### src/design/mixed_fraction_alu_assert.svh
// Assertion macros for the mixed fraction ALU
`ifndef MIXED_FRACTION_ALU_ASSERT_SVH
`define MIXED_FRACTION_ALU_ASSERT_SVH
`ifndef ASSERT_OFF
`define MFA_ASSERT_IMPLY(label, clk, rst, pre, post) \
   label: assert property (@(posedge clk) disable iff (rst) (pre) |-> (post)) \
      else $error("assertion failed");
`define MFA_ASSERT_NEXT(label, clk, rst, pre, post) \
   label: assert property (@(posedge clk) disable iff (rst) (pre) |=> (post)) \
      else $error("assertion failed");
`else
`define MFA_ASSERT_IMPLY(label, clk, rst, pre, post)
`define MFA_ASSERT_NEXT(label, clk, rst, pre, post)
`endif
`endif

### src/design/mfa_pkg.sv
// Package: types, operation codes and control structs for the mixed fraction ALU
package mfa_pkg;
   localparam int WHOLE_WIDTH = 16;
   localparam int DEN_WIDTH   = 8;
   localparam int RM_WIDTH    = WHOLE_WIDTH + 1;
   localparam int WIDE_WIDTH  = 2 * DEN_WIDTH;
   localparam int SUM_WIDTH   = WIDE_WIDTH + 2;
   localparam int QUO_WIDTH   = DEN_WIDTH + 1;
   localparam int SHIFT_WIDTH = 3;
   localparam int CNT_WIDTH   = 5;

   typedef enum logic [2:0] {
      OP_ADD = 3'd0,
      OP_SUB = 3'd1,
      OP_EQ  = 3'd2,
      OP_NE  = 3'd3,
      OP_LT  = 3'd4
   } op_type;

   typedef struct packed {
      logic [2:0]             operation;
      logic [WHOLE_WIDTH-1:0] a_measure;
      logic [DEN_WIDTH-1:0]   a_denominator;
      logic [DEN_WIDTH-1:0]   a_split;
      logic [WHOLE_WIDTH-1:0] b_measure;
      logic [DEN_WIDTH-1:0]   b_denominator;
      logic [DEN_WIDTH-1:0]   b_split;
   } req_type;

   typedef struct packed {
      logic [RM_WIDTH-1:0]   result_measure;
      logic [WIDE_WIDTH-1:0] result_denominator;
      logic [WIDE_WIDTH-1:0] result_split;
      logic                  truth;
   } rsp_type;

   typedef struct packed {
      logic load;
      logic gcd_step;
      logic fdiv_load;
      logic fdiv_step;
      logic scale;
      logic combine;
      logic div_step;
      logic finish;
   } cmd_type;

   typedef struct packed {
      logic gcd_done;
      logic div_last;
      logic arith;
   } sts_type;
endpackage

### src/design/mfa_if.sv
// Valid/ready channel interface
interface mfa_req_if;
   logic             valid;
   logic             ready;
   mfa_pkg::req_type payload;
   modport source(output valid, output payload, input ready);
   modport sink(input valid, input payload, output ready);
endinterface

interface mfa_rsp_if;
   logic             valid;
   logic             ready;
   mfa_pkg::rsp_type payload;
   modport source(output valid, output payload, input ready);
   modport sink(input valid, input payload, output ready);
endinterface

### src/design/mfa_datapath.sv
// Datapath: gcd, lcm scaling, add or subtract, floor division, compares
module mfa_datapath (
   input  logic              clock,
   input  mfa_pkg::req_type  req,
   input  mfa_pkg::cmd_type  cmd,
   output mfa_pkg::sts_type  sts,
   output mfa_pkg::rsp_type  rsp
);
   localparam int DW = mfa_pkg::DEN_WIDTH;
   localparam int WW = mfa_pkg::WIDE_WIDTH;
   localparam int SW = mfa_pkg::SUM_WIDTH;
   localparam int RW = mfa_pkg::RM_WIDTH;
   localparam int QW = mfa_pkg::QUO_WIDTH;
   localparam int KW = mfa_pkg::SHIFT_WIDTH;
   localparam int CW = mfa_pkg::CNT_WIDTH;

   mfa_pkg::req_type r_ff, r_in;
   logic [DW-1:0] da_ff, da_in, db_ff, db_in, gx_ff, gx_in, gy_ff, gy_in, g_ff, g_in;
   logic [KW-1:0] gk_ff, gk_in;
   logic [DW-1:0] fa_ff, fa_in, fb_ff, fb_in, pa_ff, pa_in, pb_ff, pb_in;
   logic [WW-1:0] lcm_ff, lcm_in;
   logic [SW-1:0] rem_ff, rem_in, tot_ff, tot_in;
   logic [QW-1:0] q_ff, q_in;
   logic [CW-1:0] cnt_ff, cnt_in;
   logic          neg_ff, neg_in;
   logic [DW-1:0] da0, db0;
   logic [DW:0]   pa_sh, pb_sh, pa_df, pb_df;
   logic [WW-1:0] sa, sb;
   logic [SW-1:0] mag, rem_sh, diff;
   logic [RW-1:0] wsum;
   logic          is_sub, eq, lt;

   always_comb begin
      da0 = (req.a_denominator == '0) ? DW'(1) : req.a_denominator;
      db0 = (req.b_denominator == '0) ? DW'(1) : req.b_denominator;
   end

   always_comb begin
      r_in = r_ff; da_in = da_ff; db_in = db_ff; gx_in = gx_ff; gy_in = gy_ff;
      g_in = g_ff; gk_in = gk_ff; fa_in = fa_ff; fb_in = fb_ff; pa_in = pa_ff;
      pb_in = pb_ff; lcm_in = lcm_ff; rem_in = rem_ff; tot_in = tot_ff; q_in = q_ff;
      cnt_in = cnt_ff; neg_in = neg_ff;
      is_sub = (r_ff.operation == mfa_pkg::OP_SUB);
      pa_sh = {pa_ff, fa_ff[DW-1]};
      pb_sh = {pb_ff, fb_ff[DW-1]};
      pa_df = pa_sh - {1'b0, g_ff};
      pb_df = pb_sh - {1'b0, g_ff};
      sa = WW'(r_ff.a_split) * WW'(fa_ff);
      sb = WW'(r_ff.b_split) * WW'(fb_ff);
      mag = tot_ff[SW-1] ? SW'(0) - tot_ff : tot_ff;
      rem_sh = {rem_ff[SW-2:0], q_ff[QW-1]};
      diff = rem_sh - SW'(lcm_ff);
      if (cmd.load) begin
         r_in = req; da_in = da0; db_in = db0; gx_in = da0; gy_in = db0;
         gk_in = '0;
      end
      if (cmd.gcd_step) begin
         if (!gx_ff[0] && !gy_ff[0]) begin
            gx_in = gx_ff >> 1; gy_in = gy_ff >> 1; gk_in = gk_ff + KW'(1);
         end else if (!gx_ff[0]) begin
            gx_in = gx_ff >> 1;
         end else if (!gy_ff[0]) begin
            gy_in = gy_ff >> 1;
         end else if (gx_ff >= gy_ff) begin
            gx_in = (gx_ff - gy_ff) >> 1;
         end else begin
            gy_in = (gy_ff - gx_ff) >> 1;
         end
      end
      if (cmd.fdiv_load) begin
         g_in = DW'((gx_ff | gy_ff) << gk_ff);
         fa_in = db_ff; fb_in = da_ff; pa_in = '0; pb_in = '0;
         cnt_in = CW'(DW);
      end
      if (cmd.fdiv_step) begin
         if (!pa_df[DW]) begin
            pa_in = pa_df[DW-1:0]; fa_in = {fa_ff[DW-2:0], 1'b1};
         end else begin
            pa_in = pa_sh[DW-1:0]; fa_in = {fa_ff[DW-2:0], 1'b0};
         end
         if (!pb_df[DW]) begin
            pb_in = pb_df[DW-1:0]; fb_in = {fb_ff[DW-2:0], 1'b1};
         end else begin
            pb_in = pb_sh[DW-1:0]; fb_in = {fb_ff[DW-2:0], 1'b0};
         end
         cnt_in = cnt_ff - CW'(1);
      end
      if (cmd.scale) begin
         lcm_in = WW'(da_ff) * WW'(fa_ff);
         tot_in = is_sub ? SW'(sa) - SW'(sb) : SW'(sa) + SW'(sb);
      end
      if (cmd.combine) begin
         neg_in = tot_ff[SW-1];
         rem_in = SW'(mag[SW-2:QW]);
         q_in = mag[QW-1:0];
         cnt_in = CW'(QW);
      end
      if (cmd.div_step) begin
         if (!diff[SW-1]) begin
            rem_in = diff; q_in = {q_ff[QW-2:0], 1'b1};
         end else begin
            rem_in = rem_sh; q_in = {q_ff[QW-2:0], 1'b0};
         end
         cnt_in = cnt_ff - CW'(1);
      end
      if (cmd.finish && neg_ff && rem_ff != '0) begin
         rem_in = SW'(lcm_ff) - rem_ff;
         q_in = q_ff + QW'(1);
      end
   end

   always_ff @(posedge clock) begin
      r_ff <= r_in; da_ff <= da_in; db_ff <= db_in; gx_ff <= gx_in; gy_ff <= gy_in;
      g_ff <= g_in; gk_ff <= gk_in; fa_ff <= fa_in; fb_ff <= fb_in; pa_ff <= pa_in;
      pb_ff <= pb_in; lcm_ff <= lcm_in; rem_ff <= rem_in; tot_ff <= tot_in;
      q_ff <= q_in; cnt_ff <= cnt_in; neg_ff <= neg_in;
   end

   always_comb begin
      sts.gcd_done = (gx_ff == '0) || (gy_ff == '0);
      sts.div_last = (cnt_ff == CW'(1));
      sts.arith = (r_ff.operation == mfa_pkg::OP_ADD) ||
                  (r_ff.operation == mfa_pkg::OP_SUB);
      eq = (r_ff.a_measure == r_ff.b_measure) &&
           (r_ff.a_denominator == r_ff.b_denominator) && (r_ff.a_split == r_ff.b_split);
      if (r_ff.a_measure != r_ff.b_measure)
         lt = $signed(r_ff.a_measure) < $signed(r_ff.b_measure);
      else
         lt = (WW'(r_ff.a_split) * WW'(db_ff)) < (WW'(r_ff.b_split) * WW'(da_ff));
      if (r_ff.operation == mfa_pkg::OP_SUB)
         wsum = RW'($signed(r_ff.a_measure)) - RW'($signed(r_ff.b_measure));
      else
         wsum = RW'($signed(r_ff.a_measure)) + RW'($signed(r_ff.b_measure));
      rsp = '0;
      case (r_ff.operation)
         mfa_pkg::OP_ADD, mfa_pkg::OP_SUB: begin
            rsp.result_measure     = neg_ff ? wsum - RW'(q_ff) : wsum + RW'(q_ff);
            rsp.result_denominator = lcm_ff;
            rsp.result_split       = WW'(rem_ff);
         end
         mfa_pkg::OP_EQ: rsp.truth = eq;
         mfa_pkg::OP_NE: rsp.truth = !eq;
         mfa_pkg::OP_LT: rsp.truth = lt;
         default: rsp = '0;
      endcase
   end
endmodule

### src/design/mfa_control.sv
// Controller: sequences load, gcd, scale, divide and result transfer
`include "mixed_fraction_alu_assert.svh"
module mfa_control (
   input  logic             clock,
   input  logic             reset,
   input  logic             req_valid,
   output logic             req_ready,
   output logic             rsp_valid,
   input  logic             rsp_ready,
   input  mfa_pkg::sts_type sts,
   output mfa_pkg::cmd_type cmd
);
   typedef enum logic [7:0] {
      S_IDLE = 8'b00000001,
      S_GCD  = 8'b00000010,
      S_FDV  = 8'b00000100,
      S_SCL  = 8'b00001000,
      S_CMB  = 8'b00010000,
      S_DIV  = 8'b00100000,
      S_FIN  = 8'b01000000,
      S_OUT  = 8'b10000000
   } state_type;

   state_type state_ff, state_in;

   always_comb begin
      state_in = state_ff;
      cmd = '0;
      req_ready = 1'b0;
      rsp_valid = 1'b0;
      unique case (state_ff)
         S_IDLE: begin
            req_ready = 1'b1;
            if (req_valid) begin
               cmd.load = 1'b1; state_in = S_GCD;
            end
         end
         S_GCD: begin
            if (!sts.arith) begin
               state_in = S_OUT;
            end else if (sts.gcd_done) begin
               cmd.fdiv_load = 1'b1; state_in = S_FDV;
            end else begin
               cmd.gcd_step = 1'b1;
            end
         end
         S_FDV: begin
            cmd.fdiv_step = 1'b1;
            if (sts.div_last) state_in = S_SCL;
         end
         S_SCL: begin cmd.scale = 1'b1; state_in = S_CMB; end
         S_CMB: begin cmd.combine = 1'b1; state_in = S_DIV; end
         S_DIV: begin
            cmd.div_step = 1'b1;
            if (sts.div_last) state_in = S_FIN;
         end
         S_FIN: begin cmd.finish = 1'b1; state_in = S_OUT; end
         S_OUT: begin
            rsp_valid = 1'b1;
            if (rsp_ready) state_in = S_IDLE;
         end
         default: state_in = S_IDLE;
      endcase
   end

   always_ff @(posedge clock) begin
      if (reset) state_ff <= S_IDLE;
      else state_ff <= state_in;
   end

   `MFA_ASSERT_IMPLY(a_onehot, clock, reset, 1'b1, $onehot(state_ff))
   `MFA_ASSERT_IMPLY(a_excl, clock, reset, 1'b1, !(req_ready && rsp_valid))
   `MFA_ASSERT_NEXT(a_hold, clock, reset, rsp_valid && !rsp_ready, rsp_valid)
   `MFA_ASSERT_NEXT(a_take, clock, reset, req_valid && req_ready, !req_ready)
endmodule

### src/design/mixed_fraction_alu.sv
// Top level: mixed number add, subtract and compare unit
//  channel | dir | payload
//  req     | in  | operation, a/b measure, denominator, split
//  rsp     | out | result_measure, result_denominator, result_split, truth
//  Add/subtract: after the request transfer the controller runs binary gcd steps,
//  8 factor divide steps, the scale and combine states, 9 quotient steps and the finish state.
//  Compares and unused codes: the result is presented straight after the gcd state, with no steps.
//  One item at a time; the request side reopens in the cycle after the result transfer.
//  Synchronous active-high reset returns the controller to idle.
//  A stalled result holds until transferred; no new item is taken meanwhile.
module mixed_fraction_alu (
   input logic       clock,
   input logic       reset,
   mfa_req_if.sink   req,
   mfa_rsp_if.source rsp
);
   mfa_pkg::cmd_type cmd;
   mfa_pkg::sts_type sts;

   mfa_control u_ctl (
      .clock(clock), .reset(reset), .req_valid(req.valid), .req_ready(req.ready),
      .rsp_valid(rsp.valid), .rsp_ready(rsp.ready), .sts(sts), .cmd(cmd)
   );

   mfa_datapath u_dp (
      .clock(clock), .req(req.payload), .cmd(cmd), .sts(sts), .rsp(rsp.payload)
   );
endmodule

### src/flat_wrapper.sv
// flat-port wrapper written by rule: the top's interface ports become plain ports
module mixed_fraction_alu_flat 
  (clock, reset, req_valid, req_payload, req_ready, rsp_valid, rsp_payload, rsp_ready);
  mfa_req_if req_i ();
  mfa_rsp_if rsp_i ();
  input logic clock;
  input logic reset;
  input wire logic [$bits(req_i.valid)-1:0] req_valid;
  input wire logic [$bits(req_i.payload)-1:0] req_payload;
  output wire logic [$bits(req_i.ready)-1:0] req_ready;
  output wire logic [$bits(rsp_i.valid)-1:0] rsp_valid;
  output wire logic [$bits(rsp_i.payload)-1:0] rsp_payload;
  input wire logic [$bits(rsp_i.ready)-1:0] rsp_ready;
  assign req_i.valid = req_valid;
  assign req_i.payload = req_payload;
  assign req_ready = req_i.ready;
  assign rsp_valid = rsp_i.valid;
  assign rsp_payload = rsp_i.payload;
  assign rsp_i.ready = rsp_ready;
  mixed_fraction_alu u_core (.clock(clock), .reset(reset), .req(req_i), .rsp(rsp_i));
endmodule
### config.mk
export PLATFORM = sky130hd
export DESIGN_NAME = mixed_fraction_alu_flat
export DESIGN_NICKNAME = d
export VERILOG_FILES = /design/src/design/mfa_pkg.sv /design/src/design/mfa_if.sv /design/src/design/mfa_datapath.sv /design/src/design/mfa_control.sv /design/src/design/mixed_fraction_alu.sv /design/src/flat_wrapper.sv
export VERILOG_INCLUDE_DIRS = /design/src /design/src/design
export SDC_FILE = /design/constraint.sdc
export NUM_CORES = 1
export LEC_CHECK = 0
export BUFFER_PORTS_ARGS = -buffer_cell sky130_fd_sc_hd__buf_2
export CORE_MARGIN = 8
export CORE_UTILIZATION = 55
export CTS_CLUSTER_DIAMETER = 80
export DETAILED_ROUTE_END_ITERATION = 7
export GPL_ROUTABILITY_DRIVEN = 1
export PLACE_DENSITY = 0.75
export SLEW_MARGIN = 20
export SYNTH_ARGS = -nofsm -noshare
export SYNTH_HDL_FRONTEND = slang
export SYNTH_SLANG_ARGS = --single-unit
### constraint.sdc
create_clock -name clock -period 6.85 [get_ports clock]
set_input_delay 1.0275 -clock clock [delete_from_list [all_inputs] [get_ports clock]]
set_output_delay 1.0275 -clock clock [all_outputs]
set_load 0.01 [all_outputs]
==> impl_table.tex, run 1 <==
\begin{tabular}{lr}
\hline
Metric & Value \\
\hline
\multicolumn{2}{l}{\textbf{Critical path}} \\
Highest-delay cell along the critical path & fa\_1 \\
Critical path class & reg2out \\
Required time of the critical path & 5.82 ns \\
Number of cell instances on the worst register-to-register path & 25 \\
Reg-to-reg setup timing slack & 0.45 ns \\
Largest stage delay on the critical path & 0.51 ns \\
Endpoint of the worst-slack reg-to-reg timing path & u\_core.u\_dp.tot\_ff[13] \\
Highest net fanout along the worst path & 5 \\
Arr. time, crit path & 5.84 ns \\
Setup crit end kind & output pin \\
Worst r2r src & u\_core.u\_dp.r\_ff[34] \\
Startpoint kind of the worst setup timing path & flop \\
\multicolumn{2}{l}{\textbf{Synth}} \\
Nets in the synthesized netlist & 3,544 \\
Proportion of synthesized flip-flops having asynchronous set or reset & 0 \\
Yosys reg bits & 217 \\
Number of flops mapped to enable cells by yosys & 190 \\
Post-synth top flop & edfxtp\_1 \\
Synth cell types & 82 \\
Total of warnings raised by yosys & 0 \\
Gate count after technology mapping & 2,928 \\
Netlist Area Pre-Place & 0.0267 sq mm \\
Sequential fraction of the synthesis area & 0.234 \\
Syn avg cell area & 9.11 sq um \\
\multicolumn{2}{l}{\textbf{Place}} \\
Setup WS pre-CTS & 0.231 ns \\
Count of input and output buffers & 122 \\
RePlAce Congestion & 0.897 \\
Dpl cells & 3,597 \\
Post-DP Area & 0.0280 sq mm \\
Post-detail-place hpwl & 52,000 um \\
\multicolumn{2}{l}{\textbf{Timing}} \\
\# setup viols final & 1 \\
Worst hold-check slack & 0.527 ns \\
Worst-case setup margin in the final layout & -0.0166 ns \\
Portion of the clock cycle consumed by the worst path in the final layout & 1.00 \\
Achievable clock frequency & 0.146 GHz \\
Final Hold Violating Endpoints & 0 \\
Actual transition at the worst max-transition pin & 1.02 ns \\
Relative slew margins & 0.317 \\
Final number of max-transition violations & 0 \\
Fin Clk Skew & 0.0206 ns \\
RSZ-0062 raised after global routing & true \\
Final period demand of the worst path & 6.87 ns \\
Post-Route Setup TNS & -0.0166 ns \\
\multicolumn{2}{l}{\textbf{Layout}} \\
Synthesis-to-finish area growth & 11.5\% \\
Most frequent standard cell in the layout excluding fill and tap cells & inv\_1 \\
Post-route insts no fill & 3,702 \\
Final net count & 3,683 \\
Most used cells in the layout excluding fill and tap cells & 384 x inv\_1, 342 x ha\_1, 228 x nand2\_1 \\
Share of post-route cells with drive strength above 1 & 0.124 \\
Footprint of the multi-input gates & 0.0189 sq mm \\
ANT cells & 0 \\
Flip-flop and latch area & 0.00625 sq mm \\
Layout Utilization & 0.621 \\
Final instance area & 0.0297 sq mm \\
Number of fillers in the final layout & 3,984 \\
\multicolumn{2}{l}{\textbf{Detailed routing}} \\
Wire length reported by the detailed router & 66,200 um \\
Violation count after the first detailed-routing iteration & 1,504 \\
Number of nets with antenna violations after detailed routing & 0 \\
Routed via count divided by cell count & 5.67 \\
Number of DRC violations after detailed routing & 0 \\
Routed wire length per instance & 17.9 um \\
Number of vias in the routed layout & 21,000 \\
First-pass detailed-route iteration total & 5 \\
\multicolumn{2}{l}{\textbf{Clocking}} \\
Total clock sinks & 217 \\
Number of buffers added to fix hold violations after cts & 0 \\
Number of H-tree levels & 1 \\
Clock buffer count from CTS & 27 \\
Clock insertion delay at the later pin of the skew report & 0.56 ns \\
Root buffer cell & clkbuf\_16 \\
Clock tree from TritonCTS & done \\
Maximum buffer depth of the clock tree & 3 \\
CTS clock-pin slew for the worst setup and hold paths & 0.06 ns \\
\multicolumn{2}{l}{\textbf{Die}} \\
Core region area & 0.0478 sq mm \\
Cell Rows & 80 \\
Height of the die & 236 um \\
Area enclosed by the die boundary & 0.0558 sq mm \\
Die Wd & 236 um \\
Effective utilization at floorplan & 0.557 \\
Top-level I/O count & 123 \\
\multicolumn{2}{l}{\textbf{Global route}} \\
Global-route wire length before repair & 109,000 um \\
Number of antenna violations at the first check in global routing & 0 \\
Vias in the first global route & 21,800 \\
Remaining Overflow, GRT & 0 \\
GRT Resource Usage Total & 0.232 \\
Largest net degree at the start of global routing & 54 \\
\multicolumn{2}{l}{\textbf{Min path}} \\
Worst Min Path Start & u\_core.u\_dp.gy\_ff[7] \\
Hold Path Cell Cnt & 2 \\
Worst min-delay path category & reg2reg \\
Sink of the worst hold path & u\_core.u\_dp.gy\_ff[7] \\
\multicolumn{2}{l}{\textbf{Job}} \\
Max Cap Violations & 0 \\
\multicolumn{2}{l}{\textbf{Power}} \\
Power spent charging and discharging nets & 4.03 mW \\
Power density over cell area & 309 mW/mm\^{}2 \\
Clock network fraction of design power & 0.159 \\
Sw frac & 0.439 \\
Part of the power in registers & 0.188 \\
Power after layout & 9.19 mW \\
Combinational Power Share & 0.653 \\
Peak ir drop on the vdd network & 0.384 mV \\
Standby leakage power & 13.8 nW \\
Total internal power & 5.16 mW \\
\multicolumn{2}{l}{\textbf{Run status}} \\
Violations in the final reports & negative setup slack \\
Result of the run & complete, but fails checks \\
\hline
\end{tabular}
[final cells by class]
class / count / share of cell area
clock inverters: 14 / 0.00467
inverters: 392 / 0.0495
clock buffers: 35 / 0.0266
repair buffers: 219 / 0.0483
well taps: 615 / 0.0259
flip-flops and latches: 217 / 0.210
multi-input cells: 2210 / 0.635
[worst max-delay path: cells and delay by family, from the launching register on]
family | cells | cell delay, ns
AOI/OAI and AO/OA | 9 | 1.41
DFF | 1 | 0.50
adders and majority gates | 6 | 2.21
and+or+nand+nor | 7 | 0.67
buffers and inverters | 4 | 0.40
xor gates and xnor gates | 1 | 0.08
[cell families (layout without fill, tap and decap cells)]
| logic type | after synthesis | in the layout | share of synthesized area |
|---|---|---|---|
| DFF | 217 | 217 | 0.234 |
| buffers and inverters | 501 | 660 | 0.0708 |
| adders and majority gates | 545 | 545 | 0.309 |
| xor gates and xnor gates | 196 | 196 | 0.0644 |
| muxes | 65 | 65 | 0.0267 |
| and+or+nand+nor | 901 | 901 | 0.172 |
| AOI/OAI and AO/OA | 503 | 503 | 0.123 |
[state kept, by name, summed over array words and instances (netlist names)]
register / flops
u_core.u_dp.gk_ff: 3
u_core.u_dp.rem_ff: 18
u_core.u_dp.fa_ff: 8
u_core.u_dp.r_ff: 67
u_core.u_dp.fb_ff: 8
u_core.u_dp.gy_ff: 8
u_core.u_ctl.state_ff: 8
u_core.u_dp.g_ff: 8
u_core.u_dp.tot_ff: 18
u_core.u_dp.neg_ff: 1
u_core.u_dp.db_ff: 8
u_core.u_dp.q_ff: 9
u_core.u_dp.pa_ff: 8
u_core.u_dp.pb_ff: 8
u_core.u_dp.gx_ff: 8
u_core.u_dp.cnt_ff: 5
u_core.u_dp.lcm_ff: 16
u_core.u_dp.da_ff: 8
[power by group through the flow]
| stage | registers [mW] | logic [mW] | clock network [mW] |
|---|---|---|---|
| after floorplan | 1.73 | 4.33 | 0 |
| after global placement | 1.75 | 5.37 | 0 |
| after detailed placement | 1.76 | 5.49 | 0 |
| after CTS | 1.73 | 5.76 | 1.49 |
| after global routing | 1.74 | 6.74 | 1.54 |
| final | 1.73 | 6.00 | 1.47 |
[Yosys cell counts (8+ instances only)]
library cell | number | share of area
o21a_1 | 21 | 0.0059
buf_1 | 12 | 0.0017
nand3_1 | 37 | 0.0069
or3_1 | 26 | 0.0061
o21bai_1 | 26 | 0.0073
or2_2 | 8 | 0.0019
nand2_1 | 234 | 0.033
xnor2_1 | 130 | 0.043
a211oi_1 | 20 | 0.0056
nor4_1 | 20 | 0.0047
o31a_1 | 8 | 0.0026
clkbuf_1 | 94 | 0.013
o31ai_1 | 20 | 0.0056
mux2_2 | 19 | 0.0080
o21ai_0 | 79 | 0.015
o211ai_1 | 21 | 0.0059
xor2_1 | 66 | 0.022
nor2_1 | 188 | 0.026
o22ai_1 | 20 | 0.0047
dfxtp_1 | 27 | 0.020
a31oi_1 | 10 | 0.0023
a21oi_1 | 152 | 0.029
a21o_1 | 34 | 0.0096
nand2b_1 | 27 | 0.0063
o21ai_1 | 15 | 0.0028
inv_1 | 392 | 0.055
nor3_1 | 47 | 0.0088
and2_1 | 216 | 0.051
nand4_1 | 12 | 0.0028
nor2b_1 | 41 | 0.0096
mux2i_1 | 43 | 0.016
ha_1 | 354 | 0.17
edfxtp_1 | 190 | 0.21
o41ai_1 | 11 | 0.0036
fa_1 | 191 | 0.14
[repair_timing]
| action | CTS | global route |
|---|---|---|
| gates resized for setup | 34 | 49 |
| setup buffers | 28 | 27 |
| endpoints found under the setup margin | 1 | 1 |
| pin swaps | 19 | 66 |
[per-layer routing]
| metal | vias up | part of all wire | global-route usage |
|---|---|---|---|
| met3 | 98 | 0.046 | 0.0295 |
| met1 | 10200 | 0.43 | 0.289 |
| met2 | 543 | 0.49 | 0.414 |
| li1 | 10200 | - | - |
| met5 | - | 0 | 0 |
| met4 | 0 | 0.034 | 0.0762 |
[worst max path at each step]
stage	from	to
detailed placement	u_core.u_dp.da_ff[4]	rsp_payload[0]
CTS	u_core.u_dp.r_ff[33]	rsp_payload[0]
global route	u_core.u_dp.db_ff[3]	rsp_payload[0]
global placement	u_core.u_dp.r_ff[33]	rsp_payload[0]
floorplan	u_core.u_dp.r_ff[32]	rsp_payload[0]
finish	u_core.u_dp.r_ff[34]	rsp_payload[0]
No activity file was read; power rests on OpenSTA's default activity.
==> run 2, diff against run 1 <==
--- a/config.mk
+++ b/config.mk
@@ -12,8 +12,9 @@
 export CTS_CLUSTER_DIAMETER = 80
 export DETAILED_ROUTE_END_ITERATION = 7
 export GPL_ROUTABILITY_DRIVEN = 1
-export PLACE_DENSITY = 0.75
+export PLACE_DENSITY = 0.74
 export SLEW_MARGIN = 20
 export SYNTH_ARGS = -nofsm -noshare
 export SYNTH_HDL_FRONTEND = slang
+export SYNTH_HIERARCHICAL = 1
 export SYNTH_SLANG_ARGS = --single-unit
==> run 2 against run 1 <==
Compared with the run above:
- the flow still finishes with violations (negative setup slack)
- global-route usage up 1.0 points
- combinational power is 40% higher
- critical path depth is 5 lower
- register-to-register slack better by 0.24 ns
- synthesized cell count is 1.7% higher
- via count up 3.1%
- sequential share of layout area decreased by 0.14 points
- power increased by 27%
- sequential power up 7%
==> impl_table.tex, run 2 <==
\begin{tabular}{lr}
\hline
Metric & Value \\
\hline
\multicolumn{2}{l}{\textbf{Detailed routing}} \\
Routed wire length per instance & 18.5 um (+3.3\%) \\
Number of DRC violations after detailed routing & 0 (unchanged) \\
First-pass detailed-route iteration total & 5 (unchanged) \\
Violation count after the first detailed-routing iteration & 1,386 (-7.8\%) \\
Number of vias in the routed layout & 21,700 (+3.1\%) \\
Routed via count divided by cell count & 5.77 (+1.7\%) \\
Wire length reported by the detailed router & 69,300 um (+4.7\%) \\
Number of nets with antenna violations after detailed routing & 0 (unchanged) \\
\multicolumn{2}{l}{\textbf{Place}} \\
RePlAce Congestion & 0.926 (+3.2\%) \\
Post-detail-place hpwl & 54,700 um (+5.2\%) \\
Dpl cells & 3,671 (+2.1\%) \\
Count of input and output buffers & 122 (unchanged) \\
Setup WS pre-CTS & 0.0746 ns (-0.156 ns) \\
Post-DP Area & 0.0284 sq mm (+1.6\%) \\
\multicolumn{2}{l}{\textbf{Die}} \\
Die Wd & 238 um (+0.56\%) \\
Effective utilization at floorplan & 0.555 (-0.00251) \\
Top-level I/O count & 123 (unchanged) \\
Area enclosed by the die boundary & 0.0564 sq mm (+1.1\%) \\
Core region area & 0.0486 sq mm (+1.7\%) \\
Cell Rows & 81 (+1.3\%) \\
Height of the die & 238 um (+0.56\%) \\
\multicolumn{2}{l}{\textbf{Synth}} \\
Fraction of synthesized cell area taken by the top area cell type & 0.211 (-0.00257) \\
Post-synth top flop & edfxtp\_1 \\
Synth cell types & 86 (+4.9\%) \\
Cells taking the most area after synthesis & edfxtp\_1 21\%, ha\_1 16\%, fa\_1 14\% \\
Sequential fraction of the synthesis area & 0.231 (-0.00281) \\
Netlist Area Pre-Place & 0.0270 sq mm (+1.2\%) \\
Proportion of synthesized flip-flops having asynchronous set or reset & 0 (unchanged) \\
Most numerous cell types in the synthesized netlist & 399 x inv\_1, 354 x ha\_1, 214 x and2\_1, 202 x nand2\_1, 191 x fa\_1 \\
Number of flops mapped to enable cells by yosys & 190 (unchanged) \\
Total of warnings raised by yosys & 6 (+6) \\
Cell taking the most area after synthesis & edfxtp\_1 \\
Syn avg cell area & 9.06 sq um (-0.52\%) \\
Count leader, synth & inv\_1 \\
Nets in the synthesized netlist & 3,595 (+1.4\%) \\
Gate count after technology mapping & 2,979 (+1.7\%) \\
Yosys reg bits & 217 (unchanged) \\
\multicolumn{2}{l}{\textbf{Min path}} \\
Hold Path Cell Cnt & 2 (unchanged) \\
Worst min-delay path category & reg2reg \\
Worst Min Path Start & u\_core/u\_dp/gx\_ff[7] \\
Sink of the worst hold path & u\_core/u\_dp/gx\_ff[7] \\
\multicolumn{2}{l}{\textbf{Critical path}} \\
Startpoint kind of the worst setup timing path & flop \\
Arr. time, crit path & 5.93 ns (+0.09 ns) \\
Required time of the critical path & 5.82 ns (about the same) \\
CP cell instances & buf\_6 > and2\_1 > fa\_1 > fa\_1 > fa\_1 > inv\_1 > fa\_1 > inv\_1 > ha\_4 > o21a\_1 > or3\_1 > a31oi\_1 > xnor2\_1 > ha\_1 > nand4\_1 > nor2\_2 > o211a\_1 > o31ai\_2 > a41oi\_1 > buf\_4 > o21ai\_4 > buf\_6 \\
Endpoint of the worst-slack reg-to-reg timing path & u\_core/u\_dp/tot\_ff[15] \\
Highest net fanout along the worst path & 4 (-1) \\
Worst r2r src & u\_core/u\_dp/r\_ff[2] \\
Highest-delay cell along the critical path & fa\_1 \\
Reg-to-reg setup timing slack & 0.69 ns (+0.24 ns) \\
Critical path class & reg2out \\
Setup crit end kind & output pin \\
Number of cell instances on the worst register-to-register path & 22 (-12\%) \\
Largest stage delay on the critical path & 0.55 ns (+0.04 ns) \\
Worst path most repeated cell & fa\_1 \\
\multicolumn{2}{l}{\textbf{Layout}} \\
Most frequent standard cell in the layout excluding fill and tap cells & inv\_1 \\
ANT cells & 0 (unchanged) \\
Footprint of the multi-input gates & 0.0191 sq mm (+1.2\%) \\
Biggest regs & u\_core/u\_dp/r\_ff x67, u\_core/u\_dp/rem\_ff x18, u\_core/u\_dp/tot\_ff x18 \\
Layout Utilization & 0.615 (-0.00616) \\
Largest register FFs & 67 (unchanged) \\
Share of post-route cells with drive strength above 1 & 0.123 (-0.00115) \\
Final net count & 3,728 (+1.2\%) \\
Most used cells in the layout excluding fill and tap cells & 392 x inv\_1, 342 x ha\_1, 202 x and2\_1 \\
Synthesis-to-finish area growth & 10.9\% \\
Final instance area & 0.0299 sq mm (+0.67\%) \\
Number of fillers in the final layout & 4,120 (+3.4\%) \\
Flip-flop and latch area & 0.00625 sq mm (unchanged) \\
Register with the most flip-flops & u\_core/u\_dp/r\_ff \\
Post-route insts no fill & 3,754 (+1.4\%) \\
\multicolumn{2}{l}{\textbf{Job}} \\
Max Cap Violations & 0 (unchanged) \\
\multicolumn{2}{l}{\textbf{Global route}} \\
GRT Resource Usage Total & 0.242 (+0.0101) \\
Vias in the first global route & 22,300 (+2.6\%) \\
Largest net degree at the start of global routing & 67 (+24\%) \\
Remaining Overflow, GRT & 0 (unchanged) \\
Global-route wire length before repair & 113,000 um (+4.0\%) \\
Number of antenna violations at the first check in global routing & 2 (+2) \\
\multicolumn{2}{l}{\textbf{Run status}} \\
Result of the run & complete, but fails checks \\
Violations in the final reports & negative setup slack \\
\multicolumn{2}{l}{\textbf{Timing}} \\
Fin Clk Skew & 0.0228 ns (+0.00216 ns) \\
Portion of the clock cycle consumed by the worst path in the final layout & 1.02 (+0.0137) \\
Actual transition at the worst max-transition pin & 0.974 ns (-0.0416 ns) \\
\# setup viols final & 1 (unchanged) \\
Relative slew margins & 0.345 (+0.0280) \\
Achievable clock frequency & 0.144 GHz (-1.4\%) \\
Final Hold Violating Endpoints & 0 (unchanged) \\
Post-Route Setup TNS & -0.111 ns (-0.0941 ns) \\
Final period demand of the worst path & 6.96 ns (+0.0941 ns) \\
RSZ-0062 raised after global routing & true \\
Final number of max-transition violations & 0 (unchanged) \\
Worst hold-check slack & 0.596 ns (+0.0688 ns) \\
Worst-case setup margin in the final layout & -0.111 ns (-0.0941 ns) \\
\multicolumn{2}{l}{\textbf{Power}} \\
Standby leakage power & 13.8 nW (about the same) \\
Power density over cell area & 391 mW/mm\^{}2 (+26\%) \\
Power after layout & 11.7 mW (+27\%) \\
Peak ir drop on the vdd network & 0.366 mV (-4.7\%) \\
\multicolumn{2}{l}{\textbf{Clocking}} \\
Total clock sinks & 217 (unchanged) \\
Maximum buffer depth of the clock tree & 3 (unchanged) \\
Number of H-tree levels & 1 (unchanged) \\
CTS clock-pin slew for the worst setup and hold paths & 0.06 ns (about the same) \\
Root buffer cell & clkbuf\_16 \\
Clock insertion delay at the later pin of the skew report & 0.57 ns (about the same) \\
Clock tree from TritonCTS & done \\
Clock buffer count from CTS & 26 (-3.7\%) \\
\hline
\end{tabular}
==> run 2: cell count changes in the layout (fill, tap and decap cells not counted), sizes merged, moves of 8 or more <==
cell   delta
mux2i    -10
or2       +9
a31oi    +12
nor2     -10
nor3b    +13
o21a      +8
inv      +10
o21ai    +38
nand2    -34
==> run 2: kinds of logic after synthesis <==
family	Yosys count	share of synthesized area
xor+xnor	196	0.0641
compound gates	558	0.133
fa+ha+maj	545	0.306
mux	55	0.0227
flops	217	0.231
buf+inv	512	0.0717
simple gates	896	0.171
==> run 2: worst max-delay path, delay by kind of cell (launching register included) <==
kind / cells / cell delay [ns]
fa+ha+maj: 6 / 2.60
compound gates: 6 / 0.85
simple gates: 4 / 0.72
buf+inv: 5 / 0.62
flops: 1 / 0.49
xor+xnor: 1 / 0.11
==> run 2: how the worst max path moves through the flow <==
stage                          end                  from  slack, ns  cells past startpoint
global route        rsp_payload[0]  u_core/u_dp/da_ff[2]      -0.37                     23
detailed placement  rsp_payload[0]  u_core/u_dp/db_ff[4]       0.07                     23
global placement    rsp_payload[0]  u_core/u_dp/db_ff[4]       0.16                     24
finish              rsp_payload[0]  u_core/u_dp/db_ff[3]      -0.11                     22
CTS                 rsp_payload[0]  u_core/u_dp/db_ff[4]      -0.06                     23
floorplan           rsp_payload[0]  u_core/u_dp/r_ff[33]       0.60                     21
==> run 2: area by class of cell <==
cell class	instances	share of cell area
clock inverter	16	0.00556
multi-input combinational	2250	0.639
sequential	217	0.209
tap	622	0.0260
inverter	400	0.0502
clock buffer	32	0.0249
timing repair buffer	217	0.0461
==> run 2: layer usage <==
metal,vias to the layer above,GRT usage,share of wire
li1,10400,-,-
met1,10600,0.297,0.42
met2,604,0.443,0.50
met3,118,0.0270,0.049
met4,0,0.0749,0.033
met5,-,0,0
==> run 2: power by group <==
part           switching (mW)  internal [mW]
clock network           0.600          0.857
registers               0.132           1.72
logic                    4.69           3.69
==> run 2: what timing repair did <==
item,CTS,global route
hold buffers,0,0
gates cloned,0,0
gates resized for setup,53,22
pin swaps,43,33
setup buffers,24,12
setup endpoints to repair,1,1
